[config.mk]
export PLATFORM = sky130hd
export DESIGN_NAME = substring_match_finder
export DESIGN_NICKNAME = d
export VERILOG_FILES = /design/src/hdl/smf_pkg.sv /design/src/hdl/smf_front.sv /design/src/hdl/smf_queue.sv /design/src/hdl/smf_back.sv /design/src/hdl/substring_match_finder.sv
export SDC_FILE = /design/constraint.sdc
export NUM_CORES = 1
export LEC_CHECK = 0
export BUFFER_PORTS_ARGS = -buffer_cell sky130_fd_sc_hd__buf_4
export CAP_MARGIN = 40
export CORE_MARGIN = 5
export CORE_UTILIZATION = 59
export CTS_BUF_LIST = sky130_fd_sc_hd__clkbuf_4 sky130_fd_sc_hd__clkbuf_8
export DETAILED_ROUTE_END_ITERATION = 7
export PLACE_DENSITY = 0.89
export SLEW_MARGIN = 5
export SYNTH_ARGS = -nofsm -noshare
export SYNTH_HDL_FRONTEND = slang
export SYNTH_SLANG_ARGS = --single-unit
[constraint.sdc]
create_clock -name clk -period 7 [get_ports clk]
set_input_delay 0.7 -clock clk [delete_from_list [all_inputs] [get_ports clk]]
set_output_delay 0.7 -clock clk [all_outputs]
set_load 0.02 [all_outputs]
[src/hdl/smf_pkg.sv]
package smf_pkg;

    localparam int MAX_PATTERN_DEF   = 16;
    localparam int POSITION_BITS_DEF = 16;
    localparam int QUEUE_DEPTH       = 4;

    localparam int CFG_ADDR_W = 2;
    localparam int CFG_DATA_W = 64;
    localparam int LEN_W      = 5;

    localparam logic [CFG_ADDR_W-1:0] CFG_PAT_LOW  = 2'd0;
    localparam logic [CFG_ADDR_W-1:0] CFG_PAT_HIGH = 2'd1;
    localparam logic [CFG_ADDR_W-1:0] CFG_PAT_LEN  = 2'd2;

    localparam logic REC_MATCH = 1'b0;
    localparam logic REC_END   = 1'b1;

    typedef struct packed {
        logic hit;
        logic last;
        logic any_found;
    } smf_flags_t;

endpackage

[src/hdl/smf_front.sv]
module smf_front #(
    parameter int MAX_PATTERN   = smf_pkg::MAX_PATTERN_DEF,
    parameter int POSITION_BITS = smf_pkg::POSITION_BITS_DEF
) (
    input  logic                                clk,
    input  logic                                rst_n,
    input  logic                                cfg_valid,
    input  logic [smf_pkg::CFG_ADDR_W-1:0]      cfg_addr,
    input  logic [smf_pkg::CFG_DATA_W-1:0]      cfg_data,
    input  logic                                in_valid,
    output logic                                in_ready,
    input  logic [7:0]                          in_byte,
    input  logic                                in_last,
    output logic                                push,
    output smf_pkg::smf_flags_t                 push_flags,
    output logic [POSITION_BITS-1:0]            push_pos,
    input  logic                                queue_full
);
    import smf_pkg::*;

    localparam int LW = (MAX_PATTERN > 1) ? $clog2(MAX_PATTERN) : 1;
    localparam int SW = POSITION_BITS + 1;
    localparam logic [SW-1:0] POS_MAX  = {1'b0, {POSITION_BITS{1'b1}}};
    localparam logic [SW-1:0] SEEN_MAX = POS_MAX + SW'(MAX_PATTERN);

    logic [CFG_DATA_W-1:0] pat_low_reg;
    logic [CFG_DATA_W-1:0] pat_high_reg;
    logic [LEN_W-1:0]      pat_len_reg;

    logic [7:0]    win_reg  [MAX_PATTERN];
    logic [7:0]    win_next [MAX_PATTERN];
    logic [7:0]    pat      [MAX_PATTERN];
    logic [SW-1:0] seen_reg, seen_next, seen_inc;
    logic          found_reg, found_next;

    logic [2*CFG_DATA_W-1:0] pat_all;
    logic [LW:0]             len_act;
    logic [LW-1:0]           len_m1;
    logic [MAX_PATTERN-1:0]  lane_ok;
    logic [SW-1:0]           pos_full;
    logic                    hit;
    logic                    accept;

    always_ff @(posedge clk or negedge rst_n)
    begin
        if (!rst_n)
        begin
            pat_low_reg  <= '0;
            pat_high_reg <= '0;
            pat_len_reg  <= LEN_W'(1);
        end
        else if (cfg_valid)
        begin
            case (cfg_addr)
                CFG_PAT_LOW:  pat_low_reg  <= cfg_data;
                CFG_PAT_HIGH: pat_high_reg <= cfg_data;
                CFG_PAT_LEN:  pat_len_reg  <= cfg_data[LEN_W-1:0];
                default:      ;
            endcase
        end
    end

    // length clamped to 1..MAX_PATTERN
    always_comb
    begin
        if (pat_len_reg == '0)
            len_act = (LW+1)'(1);
        else if (pat_len_reg > LEN_W'(MAX_PATTERN))
            len_act = (LW+1)'(MAX_PATTERN);
        else
            len_act = pat_len_reg[LW:0];
        len_m1 = LW'(len_act - (LW+1)'(1));
    end

    assign pat_all = {pat_high_reg, pat_low_reg};

    // lane j holds the byte j places back; it must equal pattern byte len-1-j
    assign win_next[0] = in_byte;
    for (genvar j = 0; j < MAX_PATTERN; j++)
    begin : g_lane
        logic [LW-1:0] sel;
        assign pat[j] = pat_all[8*j +: 8];
        if (j > 0)
        begin : g_shift
            assign win_next[j] = win_reg[j-1];
        end
        assign sel        = len_m1 - LW'(j);
        assign lane_ok[j] = (LW'(j) > len_m1) || (win_next[j] == pat[sel]);
    end

    assign seen_inc = (seen_reg < SEEN_MAX) ? seen_reg + SW'(1) : seen_reg;
    assign hit      = (&lane_ok) && (seen_inc >= SW'(len_act));
    assign pos_full = seen_inc - SW'(len_act);
    assign push_pos = (pos_full > POS_MAX) ? {POSITION_BITS{1'b1}}
                                           : pos_full[POSITION_BITS-1:0];

    assign in_ready = !queue_full;
    assign accept   = in_valid && in_ready;
    assign push     = accept && (hit || in_last);

    assign push_flags.hit       = hit;
    assign push_flags.last      = in_last;
    assign push_flags.any_found = found_reg || hit;

    always_comb
    begin
        seen_next  = seen_reg;
        found_next = found_reg;
        if (accept)
        begin
            if (in_last)
            begin
                seen_next  = '0;
                found_next = 1'b0;
            end
            else
            begin
                seen_next  = seen_inc;
                found_next = found_reg || hit;
            end
        end
    end

    always_ff @(posedge clk or negedge rst_n)
    begin
        if (!rst_n)
        begin
            seen_reg  <= '0;
            found_reg <= 1'b0;
        end
        else
        begin
            seen_reg  <= seen_next;
            found_reg <= found_next;
        end
    end

    // window contents only matter once seen covers the pattern, so no reset
    always_ff @(posedge clk)
    begin
        if (accept)
        begin
            for (int i = 0; i < MAX_PATTERN; i++)
                win_reg[i] <= win_next[i];
        end
    end

endmodule

[src/hdl/smf_queue.sv]
module smf_queue #(
    parameter int WIDTH = smf_pkg::POSITION_BITS_DEF + 3,
    parameter int DEPTH = smf_pkg::QUEUE_DEPTH
) (
    input  logic             clk,
    input  logic             rst_n,
    input  logic             push,
    input  logic [WIDTH-1:0] push_data,
    output logic             full,
    input  logic             pop,
    output logic [WIDTH-1:0] pop_data,
    output logic             empty
);
    localparam int PW = (DEPTH > 1) ? $clog2(DEPTH) : 1;
    localparam int CW = $clog2(DEPTH + 1);

    logic [WIDTH-1:0] mem [DEPTH];
    logic [PW-1:0]    wr_ptr_reg, wr_ptr_next;
    logic [PW-1:0]    rd_ptr_reg, rd_ptr_next;
    logic [CW-1:0]    count_reg, count_next;

    assign full     = (count_reg == CW'(DEPTH));
    assign empty    = (count_reg == '0);
    assign pop_data = mem[rd_ptr_reg];

    always_comb
    begin
        wr_ptr_next = wr_ptr_reg;
        rd_ptr_next = rd_ptr_reg;
        count_next  = count_reg;
        if (push)
            wr_ptr_next = (wr_ptr_reg == PW'(DEPTH - 1)) ? '0 : wr_ptr_reg + PW'(1);
        if (pop)
            rd_ptr_next = (rd_ptr_reg == PW'(DEPTH - 1)) ? '0 : rd_ptr_reg + PW'(1);
        if (push && !pop)
            count_next = count_reg + CW'(1);
        else if (pop && !push)
            count_next = count_reg - CW'(1);
    end

    always_ff @(posedge clk or negedge rst_n)
    begin
        if (!rst_n)
        begin
            wr_ptr_reg <= '0;
            rd_ptr_reg <= '0;
            count_reg  <= '0;
        end
        else
        begin
            wr_ptr_reg <= wr_ptr_next;
            rd_ptr_reg <= rd_ptr_next;
            count_reg  <= count_next;
        end
    end

    always_ff @(posedge clk)
    begin
        if (push)
            mem[wr_ptr_reg] <= push_data;
    end

endmodule

[src/hdl/smf_back.sv]
module smf_back #(
    parameter int POSITION_BITS = smf_pkg::POSITION_BITS_DEF
) (
    input  logic                     clk,
    input  logic                     rst_n,
    input  logic                     empty,
    output logic                     pop,
    input  smf_pkg::smf_flags_t      pop_flags,
    input  logic [POSITION_BITS-1:0] pop_pos,
    output logic                     out_valid,
    input  logic                     out_ready,
    output logic                     out_kind,
    output logic [POSITION_BITS-1:0] out_pos,
    output logic                     out_any,
    output logic                     out_last
);
    import smf_pkg::*;

    logic                     out_valid_reg, out_valid_next;
    logic                     out_kind_reg, out_kind_next;
    logic [POSITION_BITS-1:0] out_pos_reg, out_pos_next;
    logic                     out_any_reg, out_any_next;
    logic                     out_last_reg, out_last_next;
    logic                     pend_end_reg, pend_end_next;
    logic                     pend_any_reg, pend_any_next;
    logic                     out_free;

    assign out_free = !out_valid_reg || out_ready;
    assign pop      = out_free && !pend_end_reg && !empty;

    always_comb
    begin
        out_valid_next = out_valid_reg;
        out_kind_next  = out_kind_reg;
        out_pos_next   = out_pos_reg;
        out_any_next   = out_any_reg;
        out_last_next  = out_last_reg;
        pend_end_next  = pend_end_reg;
        pend_any_next  = pend_any_reg;
        if (out_free)
        begin
            out_valid_next = 1'b0;
            if (pend_end_reg)
            begin
                // end record owed by a match on the final byte
                out_valid_next = 1'b1;
                out_kind_next  = REC_END;
                out_pos_next   = '0;
                out_any_next   = pend_any_reg;
                out_last_next  = 1'b1;
                pend_end_next  = 1'b0;
            end
            else if (!empty)
            begin
                out_valid_next = 1'b1;
                if (pop_flags.hit)
                begin
                    out_kind_next = REC_MATCH;
                    out_pos_next  = pop_pos;
                    out_any_next  = 1'b0;
                    out_last_next = !pop_flags.last;
                    pend_end_next = pop_flags.last;
                    pend_any_next = pop_flags.any_found;
                end
                else
                begin
                    out_kind_next = REC_END;
                    out_pos_next  = '0;
                    out_any_next  = pop_flags.any_found;
                    out_last_next = 1'b1;
                end
            end
        end
    end

    always_ff @(posedge clk or negedge rst_n)
    begin
        if (!rst_n)
        begin
            out_valid_reg <= 1'b0;
            pend_end_reg  <= 1'b0;
        end
        else
        begin
            out_valid_reg <= out_valid_next;
            pend_end_reg  <= pend_end_next;
        end
    end

    always_ff @(posedge clk)
    begin
        out_kind_reg <= out_kind_next;
        out_pos_reg  <= out_pos_next;
        out_any_reg  <= out_any_next;
        out_last_reg <= out_last_next;
        pend_any_reg <= pend_any_next;
    end

    assign out_valid = out_valid_reg;
    assign out_kind  = out_kind_reg;
    assign out_pos   = out_pos_reg;
    assign out_any   = out_any_reg;
    assign out_last  = out_last_reg;

endmodule

[src/hdl/substring_match_finder.sv]
// channel   | direction | signals                         | content
// s_axis    | in        | tvalid tready tdata tlast       | text byte, final-byte mark
// m_axis    | out       | tvalid tready tdata tuser tlast | match / end records
// cfg       | in        | cfg_valid cfg_ready cfg_addr/data | pattern registers
//
// One text byte per cycle while the queue is not full; window compare and position count
// are combinational ahead of a 4-entry queue, and the output register follows the queue.
// A match on the final byte makes two records; no pop until the end record is loaded.
// Reset (rst_n, async low) clears counts, flags and queue; pattern length resets to 1.
// s_axis_tready drops only when the queue is full; cfg_ready is always high.
module substring_match_finder #(
    parameter int MAX_PATTERN   = smf_pkg::MAX_PATTERN_DEF,
    parameter int POSITION_BITS = smf_pkg::POSITION_BITS_DEF,
    parameter int TDATA_W       = ((POSITION_BITS + 8) / 8) * 8
) (
    input  logic                               clk,
    input  logic                               rst_n,
    input  logic                               cfg_valid,
    output logic                               cfg_ready,
    input  logic [smf_pkg::CFG_ADDR_W-1:0]     cfg_addr,
    input  logic [smf_pkg::CFG_DATA_W-1:0]     cfg_data,
    input  logic                               s_axis_tvalid,
    output logic                               s_axis_tready,
    input  logic [7:0]                         s_axis_tdata,  // text_byte
    input  logic                               s_axis_tlast,  // last_byte
    output logic                               m_axis_tvalid,
    input  logic                               m_axis_tready,
    output logic [TDATA_W-1:0]                 m_axis_tdata,  // match_position, any_found
    output logic                               m_axis_tuser,  // record_kind
    output logic                               m_axis_tlast   // last_result
);
    import smf_pkg::*;

    localparam int QW = $bits(smf_flags_t) + POSITION_BITS;

    logic                     push, pop, q_full, q_empty;
    smf_flags_t               push_flags, pop_flags;
    logic [POSITION_BITS-1:0] push_pos, pop_pos;
    logic [QW-1:0]            q_pop_data;
    logic [POSITION_BITS-1:0] out_pos;
    logic                     out_any;

    assign cfg_ready = 1'b1;

    smf_front #(
        .MAX_PATTERN   (MAX_PATTERN),
        .POSITION_BITS (POSITION_BITS)
    ) u_front (
        .clk        (clk),
        .rst_n      (rst_n),
        .cfg_valid  (cfg_valid),
        .cfg_addr   (cfg_addr),
        .cfg_data   (cfg_data),
        .in_valid   (s_axis_tvalid),
        .in_ready   (s_axis_tready),
        .in_byte    (s_axis_tdata),
        .in_last    (s_axis_tlast),
        .push       (push),
        .push_flags (push_flags),
        .push_pos   (push_pos),
        .queue_full (q_full)
    );

    smf_queue #(
        .WIDTH (QW),
        .DEPTH (QUEUE_DEPTH)
    ) u_queue (
        .clk       (clk),
        .rst_n     (rst_n),
        .push      (push),
        .push_data ({push_flags, push_pos}),
        .full      (q_full),
        .pop       (pop),
        .pop_data  (q_pop_data),
        .empty     (q_empty)
    );

    assign pop_flags = smf_flags_t'(q_pop_data[QW-1:POSITION_BITS]);
    assign pop_pos   = q_pop_data[POSITION_BITS-1:0];

    smf_back #(
        .POSITION_BITS (POSITION_BITS)
    ) u_back (
        .clk       (clk),
        .rst_n     (rst_n),
        .empty     (q_empty),
        .pop       (pop),
        .pop_flags (pop_flags),
        .pop_pos   (pop_pos),
        .out_valid (m_axis_tvalid),
        .out_ready (m_axis_tready),
        .out_kind  (m_axis_tuser),
        .out_pos   (out_pos),
        .out_any   (out_any),
        .out_last  (m_axis_tlast)
    );

    assign m_axis_tdata = TDATA_W'({out_any, out_pos});

endmodule

## After elaboration in Yosys (flattened, before gate mapping)

Memories as Yosys holds them, arrays and structs flattened.
Index checks and enable logic that the tools add are counted.

| word-level totals | value |
|---|---|
| flip-flop bits (word level) | 180 |
| bits in writable memories | 204 |
| bits of input ports | 80 |
| output and inout bits | 29 |
| word-level logic and storage cells | 234 |
| memories kept | 2 |

| operators by class | value |
|---|---|
| add/sub/neg operators | 22 |
| magnitude comparators | 36 |
| equal/unequal tests | 22 |
| muxes and demuxes | 76 |
| bitwise operators | 18 |
| reduce and logical (&&, ||, !) cells | 43 |

Memory list:

| name | depth | width | rd ports | clocked after memory_dff | wr ports | RTL line | RTL |
|---|---|---|---|---|---|---|---|
| u_front.win_reg | 16 | 8 | 15 | 0 | 16 | smf_front.sv:30 | `logic [7:0] win_reg [MAX_PATTERN];` |
| u_queue.mem | 4 | 19 | 1 | 0 | 1 | smf_queue.sv:17 | `logic [WIDTH-1:0] mem [DEPTH];` |

Operators by type and width:

| kind | count |
|---|---|
| $bmux W8 S4 | 16 |
| $mux W8 | 32 |
| $eq A8 B8 Y1 | 16 |
| $ge A5 B5 Y1 const B | 16 |
| $not A4 Y5 | 16 |
| $mux W16 | 3 |
| $mux W17 | 2 |
| $gt A4 B4 Y1 const A | 8 |
| $sub A4 B4 Y4 const B | 8 |
| $logic_or A1 B1 Y1 | 19 |
| $add A17 B1 Y17 const B | 1 |
| $ge A17 B5 Y1 | 1 |
| $gt A17 B16 Y1 const B | 1 |
| $lt A17 B17 Y1 const B | 1 |
| $mux W1 | 17 |
| $sub A17 B5 Y17 | 1 |
| $gt A3 B4 Y1 const A | 4 |
| $reduce_and A16 Y1 | 1 |
| $sub A4 B3 Y4 const B | 4 |
| $mux W5 | 2 |
| $gt A1 B4 Y1 const A | 2 |
| $gt A2 B4 Y1 const A | 2 |
| $reduce_and A2 Y1 | 4 |
| $sub A4 B1 Y4 const B | 2 |
| 19 further kinds | 38 |

## Logic depth before layout (Yosys ltp)

| depth | value |
|---|---|
| depth after elaboration | 19 |
| mapped depth | 28 |
| mapped depth without buffers | 22 |

## By module

A second synthesis with hierarchy kept.

| unflattened totals | value |
|---|---|
| cell total of the unflattened synthesis | 1776 |
| area total of the unflattened synthesis | 23092.1 um^2 |

Modules (own cells, without submodules):

| module | instances | cells each | area each (um^2) | seq. area each (um^2) |
|---|---|---|---|---|
| smf_front | 1 | 1577 | 18971.9 | 7383.3 |
| smf_queue | 1 | 136 | 3158.0 | 2457.4 |
| smf_back | 1 | 52 | 887.1 | 650.6 |
| substring_match_finder | 1 | 11 | 75.1 | 0.0 |

## Worst setup path before layout

OpenSTA, ideal clock, no wires.

| timing path | value |
|---|---|
| kind | reg2reg |
| start point | register u_front.pat_len_reg[4] |
| end point | register u_queue.count_reg[2] |
| setup time | 0.079 ns |
| data arrival time | 6.231 ns |
| data required time | 6.921 ns |
| slack | 0.690 ns |
| cell stages (with the launch flop) | 26 |
| path buffers | 8 |
| clock period less this slack | 6.310 ns |
| path through | dfrtp_1 > buf_4 > nand2b_1 > buf_2 > clkbuf_1 > ha_1 > xnor2_2 > buf_1 > clkbuf_1 > ha_1 > clkbuf_1 > clkbuf_1 > clkbuf_1 > mux4_2 > xor2_1 > nor4_1 > nand2_1 > a22oi_1 > nand4_1 > a21oi_2 > ha_1 > inv_1 > fa_1 > xor2_1 > nor2_1 > xor2_1 |

| on the way | value |
|---|---|
| cells in the longest elaborated chain, start to end | 18 |
| elaborated cells between the ends (all ways) | 142 |
| classes of those cells | add/sub (16); order compare (18); eq/ne (16); mux (51); bitwise (16); reduce/logical (25) |

Ends and longest elaborated chain:

| item | RTL line | RTL |
|---|---|---|
| start, declared | smf_front.sv:28 | `logic [LEN_W-1:0] pat_len_reg;` |
| start signal, assigned | smf_front.sv:57 | `CFG_PAT_LEN: pat_len_reg <= cfg_data[LEN_W-1:0];` |
| $gt A5 B5 Y1 | smf_front.sv:68 | `else if (pat_len_reg > LEN_W'(MAX_PATTERN))` |
| $mux W5 | smf_front.sv:68 |  |
| $mux W5 (*) | smf_front.sv:66 | `if (pat_len_reg == '0)` |
| $sub A4 B1 Y4 | smf_front.sv:72 | `len_m1 = LW'(len_act - (LW+1)'(1));` |
| $sub A4 B1 Y4, or another cell as far along | smf_front.sv:87 | `assign sel = len_m1 - LW'(j);` |
| $not A4 Y5 (implied by the code) | smf_front.sv:88 | `assign lane_ok[j] = (LW'(j) > len_m1) \|\| (win_next[j] == pat[sel]);` |
| $bmux W8 S4 | smf_front.sv:88 |  |
| $mux W8 (implied by the code) (2 in a row) | smf_front.sv:88 |  |
| (+2 left out) | -- |  |
| $reduce_and A16 Y1 | smf_front.sv:92 | `assign hit = (&lane_ok) && (seen_inc >= SW'(len_act));` |
| $logic_and A1 B1 Y1 (*) | smf_front.sv:92 |  |
| $logic_or A1 B1 Y1 (*) | smf_front.sv:99 | `assign push = accept && (hit \|\| in_last);` |
| $logic_and A1 B1 Y1 (*) | smf_front.sv:99 |  |
| named net push | substring_match_finder.sv:36 | `logic push, pop, q_full, q_empty;` |
| $logic_not A1 Y1 | smf_queue.sv:37 | `else if (pop && !push)` |
| $logic_and A1 B1 Y1 | smf_queue.sv:37 |  |
| $reduce_bool A2 Y1 (no line) | -- |  |
| end signal, assigned | smf_queue.sv:53 | `count_reg <= count_next;` |
| end, declared | smf_queue.sv:20 | `logic [CW-1:0] count_reg, count_next;` |

The timed path passes the listed nets; every way through them passes the cells marked *. The select of a mux whose other input is x is not followed.
A chain may end at the register's enable or synchronous reset.

## Final worst setup path

Ends and elaborated chain as after synthesis.

==> flow_summary.toml <==
[outcome]
status = "finished clean"

[placed_design]
dp_cells = 2227
gp_congestion = 1.070
place_ws_ns = 0.9323
io_buffer_count = 100
dp_hpwl_mm = 48.71

[yosys]
muxShareOfSynthArea_pct = 27.96
synth-compound-area-share_pct = 9.106
synth.distinct_cells = 75
synth-seq-area-share_pct = 46.53
avgSynthCellArea_um2 = 13.45
synth_top_family_by_area = "multiplexers"
ys.flop_type = "edfxtp_1"
synth_fa_ha_area_share_pct = 1.121
netlist_instances = 1676
synth_edf_count = 216
yosys_register_bits = 376
ys_warn_count = 0
synth-simple-area-share_pct = 6.515
synthXorXnorAreaFrac_pct = 5.893
syn_area_mm2 = 0.02255
ys_async_sr_fraction_pct = 42.55

[setup_path]
cp-start-kind = "flop"
slowest_stage = "o21a_2"
critical_path_class = "reg -> reg"
worst_setup_path_end_kind = "flop"
cp_cell_sequence = "buf_4 > inv_1 > o21a_2 > buf_4 > o21ai_0 > o22a_1 > and3_1 > a211oi_1 > nand4_1 > or4_1 > nor4_1 > o31ai_1 > a21oi_2 > ha_1 > inv_1 > fa_1 > xor2_1 > nor2_1 > xor2_1"
cpPeakStageDelay_ns = 0.56
required_ns = 7.60
r2r_cells = 19
crit_buf_inv = 4
cp_num_cells = 19
arrival_ns = 6.78
path_max_fanout = 40
path_delay_family = "compound AO/OA/AOI/OAI gates"

[clock_network]
cts.sinks = 376
cts_setup_buffers = 0
cts_buffer_depth = 3
htreeDepth = 2
clk_latency_ns = 0.70
postCtsHoldBufs = 0
ctsResizeCount = 0
cts_buffers = 61
cts_tree = "built"
clk_pin_slew_worst_paths_ns = 0.07
cts-root-buf = "clkbuf_8"

[drt]
finalWirelength_mm = 66.87
ant_nets = 0
via_count = 16610
routedWlPerCell_um = 28.53
detail_route.iter0.violations = 2991
drtPass1Iterations = 6
route.detailed.drc = 0
vias_per_cell = 7.084

[floorplanning]
rows = 71
ios = 109
initial_core_util_pct = 59.86
fp.dieH_um = 205.5
die_x_um = 205.5
die_area_mm2 = 0.04223
core-area_mm2 = 0.03767

[sta]
worst_clock_skew_ns = 0.04876
hold_ws_ns = 0.03162
setup_tns_ns = 0
relSlewSlack_pct = 35.50
worstMarginPinSlew_ns = 0.9675
rsz0062_at_grt = "no"
fmaxAchievable_mhz = 161.8
fin_ws_ns = 0.8192
final.min_clock_period_ns = 6.181
slew_violations = 0
hold_violations = 0
finalSetupViolations = 0
period_share_pct = 88.30

[final_layout]
final_cells = 2344
area_growth_pct = 12.27
final_cell_mix = "edfxtp_1 (216), mux2_2 (160), dfrtp_1 (158)"
final_nets = 1878
mostFrequentLayoutCell = "edfxtp_1"
post-route-util_pct = 67.21
largest_reg_flops = 120
drive_gt1_share_pct = 33.13

[grt]
grt_start_max_net_pins = 76
grt_antenna_before_repair = 2
grt_pass1_wl_mm = 101.2
grt_usage_pct = 31.73
overflow = 0
grt_pass1_vias = 16530

[pwr]
leakage_nw = 9.412
peakVddDrop_uv = 319.7
power_density_mw_per_mm2 = 464.0

[job]
max_cap_violations = 0

[min_path]
min_path_type = "in -> async"
## path summary, 6_finish.rpt
path	from	endpoint	slack, ns
setup / recovery	u_front.pat_len_reg[4]	u_queue.count_reg[2]	0.82
hold / removal	rst_n	u_front.pat_low_reg[8]	0.03
setup reg to reg	u_front.pat_len_reg[4]	u_queue.count_reg[2]	0.82
hold reg to reg	u_front.win_reg[1][36]	u_front.win_reg[1][44]	0.48
max in group asynchronous	rst_n	u_front.pat_high_reg[38]	5.81
min in group clk	s_axis_tdata[4]	u_front.win_reg[0][4]	0.20
## cells in the mapped netlist (all sizes together) (8+ instances only)
library cell | number | area (um2)
or3 | 8 | 50.05
inv | 17 | 63.81
nand4 | 22 | 137.6
a32o | 12 | 120.1
nand2b | 8 | 50.05
a22oi | 20 | 150.1
nand2 | 68 | 255.2
nand3 | 20 | 100.1
nor2 | 42 | 157.7
a21oi | 41 | 224.0
a211oi | 22 | 177.7
ha | 17 | 212.7
mux2 | 164 | 1847
dfrtp | 159 | 3979
edfxtp | 216 | 6486
o21ai | 47 | 235.2
o22ai | 53 | 331.6
xnor2 | 78 | 724.4
o221ai | 14 | 122.6
mux2i | 110 | 1101
nor4 | 24 | 168.9
and2 | 10 | 62.56
o211ai | 14 | 105.1
mux4 | 149 | 3356
o32a | 16 | 160.2
xor2 | 69 | 604.3
clkbuf | 70 | 262.8
nor3 | 34 | 170.2
nor2b | 25 | 156.4
buf | 50 | 311.6
## worst reg2reg max path, stage by stage, from the launching register on
cell and delay [ns]:
dfrtp_1 0.47, buf_4 0.29, inv_1 0.30, o21a_2 0.56
buf_4 0.50, o21ai_0 0.45, o22a_1 0.36, and3_1 0.20
a211oi_1 0.29, nand4_1 0.17, or4_1 0.55, nor4_1 0.37
o31ai_1 0.12, a21oi_2 0.33, ha_1 0.26, inv_1 0.07
fa_1 0.37, xor2_1 0.17, nor2_1 0.11, xor2_1 0.15
## metal layers
layer,track usage (%),vias up,routed length [um]
met2,48.54,1267,30300
met1,43.84,8233,24610
met5,0,-,13
li1,-,6873,-
met4,12.01,2,2978
met3,8.779,230,8960
## stage by stage
| step | cell area, um2 | total power [mW] |
|---|---|---|
| detailed placement | 23890 | 9.393 |
| finish | 25320 | 11.75 |
| floorplan | 22570 | 7.617 |
| global placement | 23800 | 9.176 |
| global route | 25320 | 12.20 |
| CTS | 25310 | 11.59 |
## where the power goes
part | leakage (nW) | total (mW) | internal [mW] | switching (mW)
combinational | 4.69 | 6.06 | 2.70 | 3.36
clock | 0.763 | 2.18 | 1.23 | 0.946
sequential | 3.96 | 3.51 | 3.00 | 0.511
total | 9.41 | 11.7 | 6.93 | 4.82
## cell families (layout without fill, tap and decap cells)
group,after synthesis,in the layout
multiplexers,423,423
buffers and inverters,138,288
XOR/XNOR,147,147
adder cells (fa/ha/maj),19,19
flip-flops,376,376
other,2,9
AND/OR/NAND/NOR,282,282
AO/OA/AOI/OAI,289,289
## cell type report
type | instances | area (um2)
well taps | 511 | 639.4
diodes | 1 | 2.502
fillers | 2622 | 12350
flip-flops and latches | 376 | 10500
clock buffers | 104 | 1275
clock inverters | 12 | 148.9
inverters | 18 | 70.07
repair buffers | 154 | 1224
multi-input cells | 1168 | 11460
(Power assumes the default switching activity.)
